**src/combined_lcg_shuffle_prng_core_macros.svh**
```systemverilog
// Assertion macros shared by the generator RTL.
`ifndef COMBINED_LCG_SHUFFLE_PRNG_CORE_MACROS_SVH
`define COMBINED_LCG_SHUFFLE_PRNG_CORE_MACROS_SVH

// Same-cycle implication, disabled while in reset.
`define CLSPR_ASSERT_IMPL(label, clk, rst_n, ante, cons) \
  label: assert property (@(posedge clk) disable iff (!rst_n) (ante) |-> (cons)) \
    else $error("clspr assertion failed");

// Next-cycle implication, disabled while in reset.
`define CLSPR_ASSERT_NEXT(label, clk, rst_n, ante, cons) \
  label: assert property (@(posedge clk) disable iff (!rst_n) (ante) |=> (cons)) \
    else $error("clspr assertion failed");

`endif

```
**src/clspr_pkg.sv**
```systemverilog
// Package: constants, types and state codes of the combined LCG shuffle generator.
`default_nettype none

package clspr_pkg;

  localparam int unsigned VAL_W = 31;

  // Generator moduli and multipliers.
  localparam logic [31:0] MOD1  = 32'd2147483563;
  localparam logic [31:0] MOD2  = 32'd2147483399;
  localparam logic [15:0] MULT1 = 16'd40014;
  localparam logic [15:0] MULT2 = 16'd40692;

  // 2^31 mod MODx, used to fold the upper product bits back in.
  localparam logic [7:0] FOLD1 = 8'd85;
  localparam logic [7:0] FOLD2 = 8'd249;

  localparam logic [31:0] OUT_MAX = MOD1 - 32'd1;

  localparam logic [VAL_W-1:0] FIRST_RESET  = 31'd1;
  localparam logic [VAL_W-1:0] SECOND_RESET = 31'd123456789;

  localparam int unsigned DEFAULT_TABLE_DEPTH = 32;
  localparam int unsigned WARMUP_EXTRA        = 8;

  // Shift used by the reciprocal slot estimate.
  localparam int unsigned RECIP_SHIFT = 40;

  typedef enum logic [2:0] {
    ST_IDLE,
    ST_WARM_MUL,
    ST_WARM_FOLD,
    ST_WARM_RED,
    ST_DRAW_MUL,
    ST_DRAW_FOLD,
    ST_DRAW_READ,
    ST_DRAW_OUT
  } ctrl_state_e;

  typedef struct packed {
    logic load_seed;
    logic cnt_load;
    logic cnt_dec;
    logic mul;
    logic fold;
    logic red_first;
    logic red_second;
    logic warm_write;
    logic set_last;
    logic slot_read;
    logic out_commit;
  } dp_cmd_t;

  typedef struct packed {
    logic cnt_zero;
  } dp_sts_t;

endpackage

`default_nettype wire

```
**src/clspr_ram.sv**
```systemverilog
// Generic single-write, single-read RAM with registered read data.
`default_nettype none

module clspr_ram #(
  parameter int unsigned WIDTH = 31,
  parameter int unsigned DEPTH = 32
) (
  input  wire logic                     clk_i,
  input  wire logic                     we_i,
  input  wire logic [$clog2(DEPTH)-1:0] waddr_i,
  input  wire logic [WIDTH-1:0]         wdata_i,
  input  wire logic                     re_i,
  input  wire logic [$clog2(DEPTH)-1:0] raddr_i,
  output logic      [WIDTH-1:0]         rdata_o
);

  logic [WIDTH-1:0] mem_q [DEPTH];
  logic [WIDTH-1:0] rdata_q;

  always_ff @(posedge clk_i) begin
    if (we_i) begin
      mem_q[waddr_i] <= wdata_i;
    end
    if (re_i) begin
      rdata_q <= mem_q[raddr_i];
    end
  end

  assign rdata_o = rdata_q;

endmodule

`default_nettype wire

```
**src/clspr_datapath.sv**
```systemverilog
// Datapath: modular multipliers, slot divider, shuffle table and output register.
`default_nettype none

module clspr_datapath
  import clspr_pkg::*;
#(
  parameter int unsigned TABLE_DEPTH = DEFAULT_TABLE_DEPTH
) (
  input  wire logic             clk_i,
  input  wire logic             rst_ni,
  input  wire dp_cmd_t          cmd_i,
  output dp_sts_t               sts_o,
  input  wire logic [VAL_W-1:0] seed_value_i,
  output logic      [VAL_W-1:0] rand_o
);

`include "combined_lcg_shuffle_prng_core_macros.svh"

  localparam int unsigned AW = $clog2(TABLE_DEPTH);
  localparam int unsigned QW = AW + 1;
  localparam int unsigned CW = $clog2(TABLE_DEPTH + WARMUP_EXTRA);
  localparam int unsigned MW = VAL_W + 16;

  localparam logic [63:0] SLOT_DIV_W = 64'd1 + 64'(OUT_MAX) / 64'(TABLE_DEPTH);
  localparam logic [31:0] SLOT_DIV   = SLOT_DIV_W[31:0];
  localparam logic [63:0] RECIP_W64  = (64'd1 << RECIP_SHIFT) / SLOT_DIV_W;
  localparam int unsigned RECIP_W    = $clog2(RECIP_W64 + 64'd1);
  localparam logic [RECIP_W-1:0] RECIP = RECIP_W'(RECIP_W64);
  localparam int unsigned PW = VAL_W + RECIP_W;

  // generator state
  logic [VAL_W-1:0] first_q, first_d;
  logic [VAL_W-1:0] second_q, second_d;
  logic [VAL_W-1:0] last_q, last_d;
  logic [CW-1:0]    cnt_q, cnt_d;
  logic [TABLE_DEPTH-1:0] valid_q, valid_d;
  logic             rd_valid_q;

  // pipeline payload
  logic [MW-1:0]    p1_q, p2_q;
  logic [PW-1:0]    ps_q;
  logic [31:0]      s1_q, s2_q;
  logic [QW-1:0]    qest_q;
  logic [31:0]      rem_q;
  logic [AW-1:0]    slot_q;
  logic [VAL_W-1:0] rand_q;

  logic [VAL_W-1:0] seed_fix;
  logic [VAL_W-1:0] first_new, second_new;
  logic [QW-1:0]    qest_c;
  logic [31:0]      rem_c;
  logic [QW:0]      slot_full;
  logic [AW-1:0]    slot_c;
  logic             warm_we;
  logic             ram_we;
  logic [AW-1:0]    ram_waddr;
  logic [VAL_W-1:0] ram_wdata;
  logic [VAL_W-1:0] ram_rdata;
  logic [VAL_W-1:0] tbl_val;
  logic [31:0]      diff;
  logic [31:0]      diff_adj;

  assign seed_fix = (seed_value_i == '0) ? VAL_W'(1) : seed_value_i;

  // final conditional subtract of the folded products
  assign first_new  = (s1_q >= MOD1) ? VAL_W'(s1_q - MOD1) : s1_q[VAL_W-1:0];
  assign second_new = (s2_q >= MOD2) ? VAL_W'(s2_q - MOD2) : s2_q[VAL_W-1:0];

  // slot = last / SLOT_DIV: reciprocal estimate, then one correction step
  assign qest_c = QW'(ps_q >> RECIP_SHIFT);
  assign rem_c  = 32'(last_q) - 32'(qest_c) * SLOT_DIV;

  always_comb begin
    slot_full = (QW + 1)'(qest_q) + ((rem_q >= SLOT_DIV) ? (QW + 1)'(1) : (QW + 1)'(0));
    if (slot_full >= (QW + 1)'(TABLE_DEPTH)) begin
      slot_c = AW'(TABLE_DEPTH - 1);
    end else begin
      slot_c = slot_full[AW-1:0];
    end
  end

  assign warm_we   = cmd_i.warm_write && (cnt_q < CW'(TABLE_DEPTH));
  assign ram_we    = warm_we || cmd_i.out_commit;
  assign ram_waddr = cmd_i.out_commit ? slot_q : cnt_q[AW-1:0];
  assign ram_wdata = cmd_i.out_commit ? first_q : first_new;

  clspr_ram #(
    .WIDTH(VAL_W),
    .DEPTH(TABLE_DEPTH)
  ) u_table (
    .clk_i  (clk_i),
    .we_i   (ram_we),
    .waddr_i(ram_waddr),
    .wdata_i(ram_wdata),
    .re_i   (cmd_i.slot_read),
    .raddr_i(slot_c),
    .rdata_o(ram_rdata)
  );

  // never-written slots read as zero
  assign tbl_val  = rd_valid_q ? ram_rdata : '0;
  assign diff     = {1'b0, tbl_val} - {1'b0, second_q};
  assign diff_adj = (diff[31] || (diff == '0)) ? diff + OUT_MAX : diff;

  always_comb begin
    first_d  = first_q;
    second_d = second_q;
    last_d   = last_q;
    cnt_d    = cnt_q;
    valid_d  = valid_q;
    if (cmd_i.load_seed) begin
      first_d  = seed_fix;
      second_d = seed_fix;
    end
    if (cmd_i.red_first) begin
      first_d = first_new;
    end
    if (cmd_i.red_second) begin
      second_d = second_new;
    end
    if (cmd_i.set_last) begin
      last_d = first_new;
    end
    if (cmd_i.out_commit) begin
      last_d = diff_adj[VAL_W-1:0];
    end
    if (cmd_i.cnt_load) begin
      cnt_d = CW'(TABLE_DEPTH + WARMUP_EXTRA - 1);
    end else if (cmd_i.cnt_dec) begin
      cnt_d = cnt_q - CW'(1);
    end
    if (ram_we) begin
      valid_d[ram_waddr] = 1'b1;
    end
  end

  always_ff @(posedge clk_i or negedge rst_ni) begin
    if (!rst_ni) begin
      first_q    <= FIRST_RESET;
      second_q   <= SECOND_RESET;
      last_q     <= '0;
      cnt_q      <= '0;
      valid_q    <= '0;
      rd_valid_q <= 1'b0;
    end else begin
      first_q  <= first_d;
      second_q <= second_d;
      last_q   <= last_d;
      cnt_q    <= cnt_d;
      valid_q  <= valid_d;
      if (cmd_i.slot_read) begin
        rd_valid_q <= valid_q[slot_c];
      end
    end
  end

  always_ff @(posedge clk_i) begin
    if (cmd_i.mul) begin
      p1_q <= MW'(first_q) * MW'(MULT1);
      p2_q <= MW'(second_q) * MW'(MULT2);
      ps_q <= PW'(last_q) * PW'(RECIP);
    end
    if (cmd_i.fold) begin
      // 2^31 == FOLDx (mod MODx)
      s1_q   <= 32'(p1_q[VAL_W-1:0]) + 32'(p1_q[MW-1:VAL_W]) * 32'(FOLD1);
      s2_q   <= 32'(p2_q[VAL_W-1:0]) + 32'(p2_q[MW-1:VAL_W]) * 32'(FOLD2);
      qest_q <= qest_c;
      rem_q  <= rem_c;
    end
    if (cmd_i.slot_read) begin
      slot_q <= slot_c;
    end
    if (cmd_i.out_commit) begin
      rand_q <= diff_adj[VAL_W-1:0];
    end
  end

  assign sts_o.cnt_zero = (cnt_q == '0);
  assign rand_o         = rand_q;

  `CLSPR_ASSERT_NEXT(a_first_reduced, clk_i, rst_ni, cmd_i.red_first, 32'(first_q) < MOD1)
  `CLSPR_ASSERT_NEXT(a_second_reduced, clk_i, rst_ni, cmd_i.red_second, 32'(second_q) < MOD2)
  `CLSPR_ASSERT_NEXT(a_out_range, clk_i, rst_ni, cmd_i.out_commit, (rand_q != '0) && (32'(rand_q) <= OUT_MAX))

endmodule

`default_nettype wire

```
**src/clspr_ctrl.sv**
```systemverilog
// Controller: sequences warm-up steps and draws, owns the handshakes.
`default_nettype none

module clspr_ctrl
  import clspr_pkg::*;
(
  input  wire logic    clk_i,
  input  wire logic    rst_ni,
  input  wire logic    in_valid_i,
  output logic         in_stall_o,
  input  wire logic    func_i,
  output logic         out_valid_o,
  input  wire logic    out_stall_i,
  output dp_cmd_t      cmd_o,
  input  wire dp_sts_t sts_i
);

`include "combined_lcg_shuffle_prng_core_macros.svh"

  ctrl_state_e state_q, state_d;
  logic        out_valid_q, out_valid_d;
  logic        out_free;
  logic        ready;
  logic        in_accept;

  assign out_free  = !out_valid_q || !out_stall_i;
  assign in_accept = in_valid_i && ready;

  always_comb begin
    state_d = state_q;
    case (state_q)
      ST_IDLE: begin
        if (in_accept) begin
          state_d = func_i ? ST_WARM_MUL : ST_DRAW_MUL;
        end
      end
      ST_WARM_MUL:  state_d = ST_WARM_FOLD;
      ST_WARM_FOLD: state_d = ST_WARM_RED;
      ST_WARM_RED: begin
        state_d = sts_i.cnt_zero ? ST_DRAW_MUL : ST_WARM_MUL;
      end
      ST_DRAW_MUL:  state_d = ST_DRAW_FOLD;
      ST_DRAW_FOLD: state_d = ST_DRAW_READ;
      ST_DRAW_READ: state_d = ST_DRAW_OUT;
      ST_DRAW_OUT: begin
        if (out_free) begin
          if (in_accept) begin
            state_d = func_i ? ST_WARM_MUL : ST_DRAW_MUL;
          end else begin
            state_d = ST_IDLE;
          end
        end
      end
      default: state_d = ST_IDLE;
    endcase
  end

  always_comb begin
    cmd_o = '0;
    ready = 1'b0;
    case (state_q)
      ST_IDLE: begin
        ready = 1'b1;
      end
      ST_WARM_MUL:  cmd_o.mul = 1'b1;
      ST_WARM_FOLD: cmd_o.fold = 1'b1;
      ST_WARM_RED: begin
        cmd_o.red_first  = 1'b1;
        cmd_o.warm_write = 1'b1;
        cmd_o.set_last   = sts_i.cnt_zero;
        cmd_o.cnt_dec    = !sts_i.cnt_zero;
      end
      ST_DRAW_MUL:  cmd_o.mul = 1'b1;
      ST_DRAW_FOLD: cmd_o.fold = 1'b1;
      ST_DRAW_READ: begin
        cmd_o.red_first  = 1'b1;
        cmd_o.red_second = 1'b1;
        cmd_o.slot_read  = 1'b1;
      end
      ST_DRAW_OUT: begin
        ready            = out_free;
        cmd_o.out_commit = out_free;
      end
      default: begin
        ready = 1'b0;
      end
    endcase
    if (in_valid_i && ready && func_i) begin
      cmd_o.load_seed = 1'b1;
      cmd_o.cnt_load  = 1'b1;
    end
  end

  always_comb begin
    out_valid_d = out_valid_q;
    if (cmd_o.out_commit) begin
      out_valid_d = 1'b1;
    end else if (!out_stall_i) begin
      out_valid_d = 1'b0;
    end
  end

  always_ff @(posedge clk_i or negedge rst_ni) begin
    if (!rst_ni) begin
      state_q     <= ST_IDLE;
      out_valid_q <= 1'b0;
    end else begin
      state_q     <= state_d;
      out_valid_q <= out_valid_d;
    end
  end

  assign in_stall_o  = !ready;
  assign out_valid_o = out_valid_q;

  `CLSPR_ASSERT_IMPL(a_no_overwrite, clk_i, rst_ni, out_valid_q && out_stall_i, !cmd_o.out_commit)
  `CLSPR_ASSERT_NEXT(a_warm_to_draw, clk_i, rst_ni, (state_q == ST_WARM_RED) && sts_i.cnt_zero, state_q == ST_DRAW_MUL)
  `CLSPR_ASSERT_IMPL(a_seed_on_reseed, clk_i, rst_ni, in_accept, cmd_o.load_seed == func_i)

endmodule

`default_nettype wire

```
**src/combined_lcg_shuffle_prng_core.sv**
```systemverilog
// Top level of the combined LCG random generator with shuffle table.
//
// Uniform random generator combining two multiplicative congruential
// generators (moduli 2147483563 and 2147483399) through a shuffle table of
// TABLE_DEPTH entries. A request with func_i low draws the next number; a
// request with func_i high reseeds from seed_value_i (zero acts as one), runs
// TABLE_DEPTH+8 warm-up steps that fill the table, then draws. Every request
// returns one random_value_o in 1..2147483562; divide by 2147483563 for a
// uniform real. The next request is taken in the cycle the result is
// registered, so a new request is never taken while one is in progress.
// In a reseed each warm-up step goes through the shared multiply, fold
// and reduce stages of the first generator in turn. Table entries never
// written since reset read as zero. Both channels use valid/stall; the
// result sits in an output register, so a stalled result does not lose
// any state.
`default_nettype none

module combined_lcg_shuffle_prng_core
  import clspr_pkg::*;
#(
  parameter int unsigned TABLE_DEPTH = DEFAULT_TABLE_DEPTH
) (
  input  wire logic             clk_i,
  input  wire logic             rst_ni,
  // request channel
  input  wire logic             in_valid_i,
  output logic                  in_stall_o,
  input  wire logic             func_i,
  input  wire logic [VAL_W-1:0] seed_value_i,
  // result channel
  output logic                  out_valid_o,
  input  wire logic             out_stall_i,
  output logic      [VAL_W-1:0] random_value_o
);

  dp_cmd_t cmd;
  dp_sts_t sts;

  // sequencing and handshakes
  clspr_ctrl u_ctrl (
    .clk_i      (clk_i),
    .rst_ni     (rst_ni),
    .in_valid_i (in_valid_i),
    .in_stall_o (in_stall_o),
    .func_i     (func_i),
    .out_valid_o(out_valid_o),
    .out_stall_i(out_stall_i),
    .cmd_o      (cmd),
    .sts_i      (sts)
  );

  // generators, slot divider, table and result register
  clspr_datapath #(
    .TABLE_DEPTH(TABLE_DEPTH)
  ) u_datapath (
    .clk_i       (clk_i),
    .rst_ni      (rst_ni),
    .cmd_i       (cmd),
    .sts_o       (sts),
    .seed_value_i(seed_value_i),
    .rand_o      (random_value_o)
  );

endmodule

`default_nettype wire

```
**config.mk**
```make
export PLATFORM = sky130hd
export DESIGN_NAME = combined_lcg_shuffle_prng_core
export DESIGN_NICKNAME = d
export VERILOG_FILES = /design/src/clspr_pkg.sv /design/src/clspr_ram.sv /design/src/clspr_datapath.sv /design/src/clspr_ctrl.sv /design/src/combined_lcg_shuffle_prng_core.sv
export VERILOG_INCLUDE_DIRS = /design/src /design/src/src
export SDC_FILE = /design/constraint.sdc
export NUM_CORES = 2
export LEC_CHECK = 0
export BUFFER_PORTS_ARGS = -buffer_cell sky130_fd_sc_hd__buf_2
export CAP_MARGIN = 10
export CORE_MARGIN = 8
export CORE_UTILIZATION = 50
export CTS_BUF_LIST = sky130_fd_sc_hd__clkbuf_2 sky130_fd_sc_hd__clkbuf_4 sky130_fd_sc_hd__clkbuf_8
export DETAILED_ROUTE_END_ITERATION = 10
export PLACE_DENSITY_LB_ADDON = 0.25
export REMOVE_ABC_BUFFERS = 1
export SYNTH_ARGS = -nofsm -noshare
export SYNTH_HDL_FRONTEND = slang
export SYNTH_HIERARCHICAL = 1
export SYNTH_SLANG_ARGS = --single-unit
export TNS_END_PERCENT = 50
```
**constraint.sdc**
```tcl
create_clock -name clk_i -period 17 [get_ports clk_i]
set_input_delay 0.85 -clock clk_i [delete_from_list [all_inputs] [get_ports clk_i]]
set_output_delay 0.85 -clock clk_i [all_outputs]
set_load 0.03 [all_outputs]
```
==> results.json <==
{
  "status": "finished, final reports clean",
  "die_area_mm2": 0.176,
  "synth.largest_area_cell": "edfxtp_1",
  "hp-class": "in -> reg",
  "critical_path_class": "reg -> reg",
  "synthCells": 6420,
  "avgRoutedWirePerCell_um": 24.2,
  "grt_pass1_wl_um": 325000,
  "arrival_ns": 8.29,
  "postCtsResizedCells": 0,
  "slew-limit-headroom": 0.0256,
  "hp-start": "in_valid_i",
  "critPathSlowestCell": "a2111oi_0",
  "path_buf_inv": 4,
  "core.rowCount": 148,
  "numCtsBuffers": 223,
  "routed_wl_um": 217000,
  "cp_top_family": "adder cells",
  "whs_endpoint": "u_ctrl/state_q[2]$_DFFE_PN0P_",
  "mostFrequentLayoutCells": "edfxtp_1, inv_1, ha_1",
  "clk_latency_ns": 0.95,
  "synth_warnings": 6,
  "worst-slew-pin-transition_ns": 1.45,
  "async_reset_ff_frac": 0.0971,
  "worstPathMaxFanout": 8,
  "multi_input_area_mm2": 0.0368,
  "grt_pass1_vias": 51900,
  "drtPass1Iterations": 5,
  "root_buffer": "clkbuf_8",
  "start_kind": "register",
  "grt_use_total": 0.245,
  "synth_area_leaders": "edfxtp_1, fa_1, ha_1",
  "grt_max_degree": 130,
  "clk_pin_slew_ns": 0.06,
  "drtAntennaViolNets": 0,
  "gp_congestion": 0.929,
  "io_buffers": 68,
  "syn-cell-area_mm2": 0.0816,
  "synth_edf_count": 1255,
  "start_util": 0.503,
  "period_share": 0.450,
  "end_kind": "register",
  "period_minus_slack_ns": 7.65,
  "reg2regPathDepth": 22,
  "cts_tree": "built",
  "cp.required_ns": 17.64,
  "ys_ff_latch": 1390,
  "yosysSeqAreaShare": 0.503,
  "rsz0062_at_grt": "no",
  "timing.fmax_ghz": 0.131,
  "overflow": 0,
  "whs_path_depth": 3,
  "drc_errors": 0,
  "finalSetupViolations": 0,
  "cts_buffer_depth": 3,
  "pre_cts_ws_ns": 9.54,
  "r2r_end": "u_datapath/p2_q[41]$_DFFE_PP_",
  "crit_chain": "fa_1, fa_1, inv_1, fa_1, inv_1, fa_1, fa_1, inv_1, fa_1, inv_1, ha_1, and4_1, o2111ai_1, a21o_1, a2111oi_0, o41a_1, o211ai_1, a21boi_0, o21ai_0, a21boi_0, o22ai_1, xnor2_1",
  "layout_commonest_cell": "edfxtp_1",
  "final_max_slew_viol_count": 0,
  "cts_htree_levels": 4,
  "synth_top_area_share": 0.462,
  "maxCapViolations": 0,
  "pin_count": 69,
  "area_delta_synth_final_pct": 9.53,
  "regToRegSetupSlack_ns": 9.35,
  "cp_slowest_stage_delay_ns": 0.79,
  "finalClockSkew_ns": 0.0654,
  "dp_hpwl_um": 152000,
  "num-nets-final": 7656,
  "die_width_um": 420,
  "regToRegStartpoint": "u_datapath/second_q[3]$_DFFE_PN0P_",
  "antenna_found_initial": 8,
  "crit_top_cell": "fa_1",
  "final.setup.worst_slack_ns": 9.35,
  "finalSetupTns_ns": 0,
  "fp.coreArea_mm2": 0.162,
  "synth.avg_cell_area_um2": 12.7,
  "synth_ff_type": "edfxtp_1",
  "regArea_mm2": 0.0411,
  "fillers": 13500,
  "synthDistinctLibCells": 92,
  "cts_sinks": 1390,
  "vias": 51300,
  "viasPerCell": 5.72,
  "final-hold-violation-count": 0,
  "die_h_um": 420,
  "drt_iter0_drc": 4108,
  "drive_gt1_frac": 0.0976
}
==> through the flow <==
stage               utilization  std cells  area (um^2)  hold slack, ns
finish                    0.551       8966        89400           0.253
global route              0.551       8963        89400           0.174
CTS                       0.551       8961        89400           0.147
detailed placement        0.523       8567        85000           0.459
global placement          0.523       8567        85000           0.454
floorplan                     -       6214        80600           0.438
==> worst register-to-register path: stages (launching register included) <==
cell and delay, ns:
dfrtp_1 0.56, fa_1 0.55, fa_1 0.55, inv_1 0.05, fa_1 0.49, inv_1 0.06, fa_1 0.50, fa_1 0.54
inv_1 0.05, fa_1 0.49, inv_1 0.04, ha_1 0.36, and4_1 0.22, o2111ai_1 0.14, a21o_1 0.21, a2111oi_0 0.79
o41a_1 0.29, o211ai_1 0.15, a21boi_0 0.48, o21ai_0 0.25, a21boi_0 0.29, o22ai_1 0.15, xnor2_1 0.14
==> registers in the layout, summed over array words and instances (netlist names) <==
name / count
u_ctrl/out_valid_o: 1
u_ctrl/state_q: 3
u_datapath/cnt_q: 6
u_datapath/first_q: 31
u_datapath/last_q: 30
u_datapath/p1_q: 46
u_datapath/p2_q: 45
u_datapath/ps_q: 5
u_datapath/qest_q: 5
u_datapath/rand_o: 31
u_datapath/rd_valid_q: 1
u_datapath/rem_q: 31
u_datapath/s1_q: 32
u_datapath/s2_q: 32
u_datapath/second_q: 31
u_datapath/slot_q: 5
u_datapath/u_table/mem_q: 992
u_datapath/u_table/rdata_o: 31
u_datapath/valid_q: 32
==> what timing repair did <==
item / 4_1_cts / 5_1_grt
endpoints found under the hold margin: 69 / 0
setup buffers: 0 / 0
setup endpoints to repair: 0 / 0
hold buffers: 1 / 0
==> layout make-up <==
type / count / share of cell area
diodes: 5 / 0.000140
clock buffers: 287 / 0.0399
clock inverters: 106 / 0.00922
inverters: 837 / 0.0352
multi-input cells: 3987 / 0.412
flip-flops and latches: 1390 / 0.459
well taps: 2175 / 0.0304
repair buffers: 179 / 0.0136
==> metal layers <==
layer / wire, um / share of wire / vias to the layer above / track usage
met2: 106000 / 0.49 / 1594 / 0.414
met1: 91000 / 0.42 / 26000 / 0.325
li1: - / - / 23400 / -
met3: 12000 / 0.055 / 372 / 0.0342
met5: 0 / 0 / - / 0
met4: 7960 / 0.037 / 0 / 0.0845
==> how the worst max path moves through the flow <==
| stage | cells after the start | endpoint | from | slack (ns) |
|---|---|---|---|---|
| after floorplan | 5 | u_datapath/slot_q[0]$_DFFE_PP_ | u_datapath/rem_q[30]$_DFFE_PP_ | -1.51 |
| after global placement | 22 | u_datapath/p2_q[41]$_DFFE_PP_ | u_datapath/second_q[3]$_DFFE_PN0P_ | 9.58 |
| after detailed placement | 22 | u_datapath/p2_q[41]$_DFFE_PP_ | u_datapath/second_q[3]$_DFFE_PN0P_ | 9.54 |
| after CTS | 22 | u_datapath/p2_q[41]$_DFFE_PP_ | u_datapath/second_q[3]$_DFFE_PN0P_ | 9.49 |
| after global routing | 22 | u_datapath/p2_q[41]$_DFFE_PP_ | u_datapath/second_q[3]$_DFFE_PN0P_ | 9.03 |
| final | 22 | u_datapath/p2_q[41]$_DFFE_PP_ | u_datapath/second_q[3]$_DFFE_PN0P_ | 9.35 |
==> Yosys cell counts, types with 12 or more instances <==
cell type	number
ha_1	537
buf_4	38
clkbuf_1	108
a21o_1	81
inv_1	837
mux2i_1	555
nand2b_1	37
o31ai_1	13
o21ai_0	130
dfstp_2	17
buf_1	14
buf_2	38
o211ai_1	24
nand4_1	40
or4_1	18
nand3_1	164
fa_1	465
and2_1	63
a21oi_1	313
nor3_1	84
o21a_1	30
a31o_2	12
nor2_1	255
nor2b_1	41
o21bai_1	58
dfrtp_1	118
a22o_1	62
a22oi_1	94
nor4_1	17
xor2_1	86
or3_1	19
nand2_1	286
a31oi_1	57
and3_1	26
a211oi_1	78
edfxtp_1	1255
xnor2_1	167
or2_2	13
==> kinds of logic (layout without fill, tap and decap cells) <==
family                     Yosys count  in the layout  synth area share
DFF                               1390           1390             0.503
and+or+nand+nor                   1109           1109            0.0664
AOI/OAI and AO/OA                 1062           1062            0.0865
buffers and inverters             1043           1409            0.0509
adders and majority gates         1002           1002             0.196
muxes                              561            561            0.0694
xor gates and xnor gates           253            253            0.0271
other                                0              5                 0
Power is not shown: default switching activity piles up to over one toggle a cycle in this logic, so the estimate is an artifact.
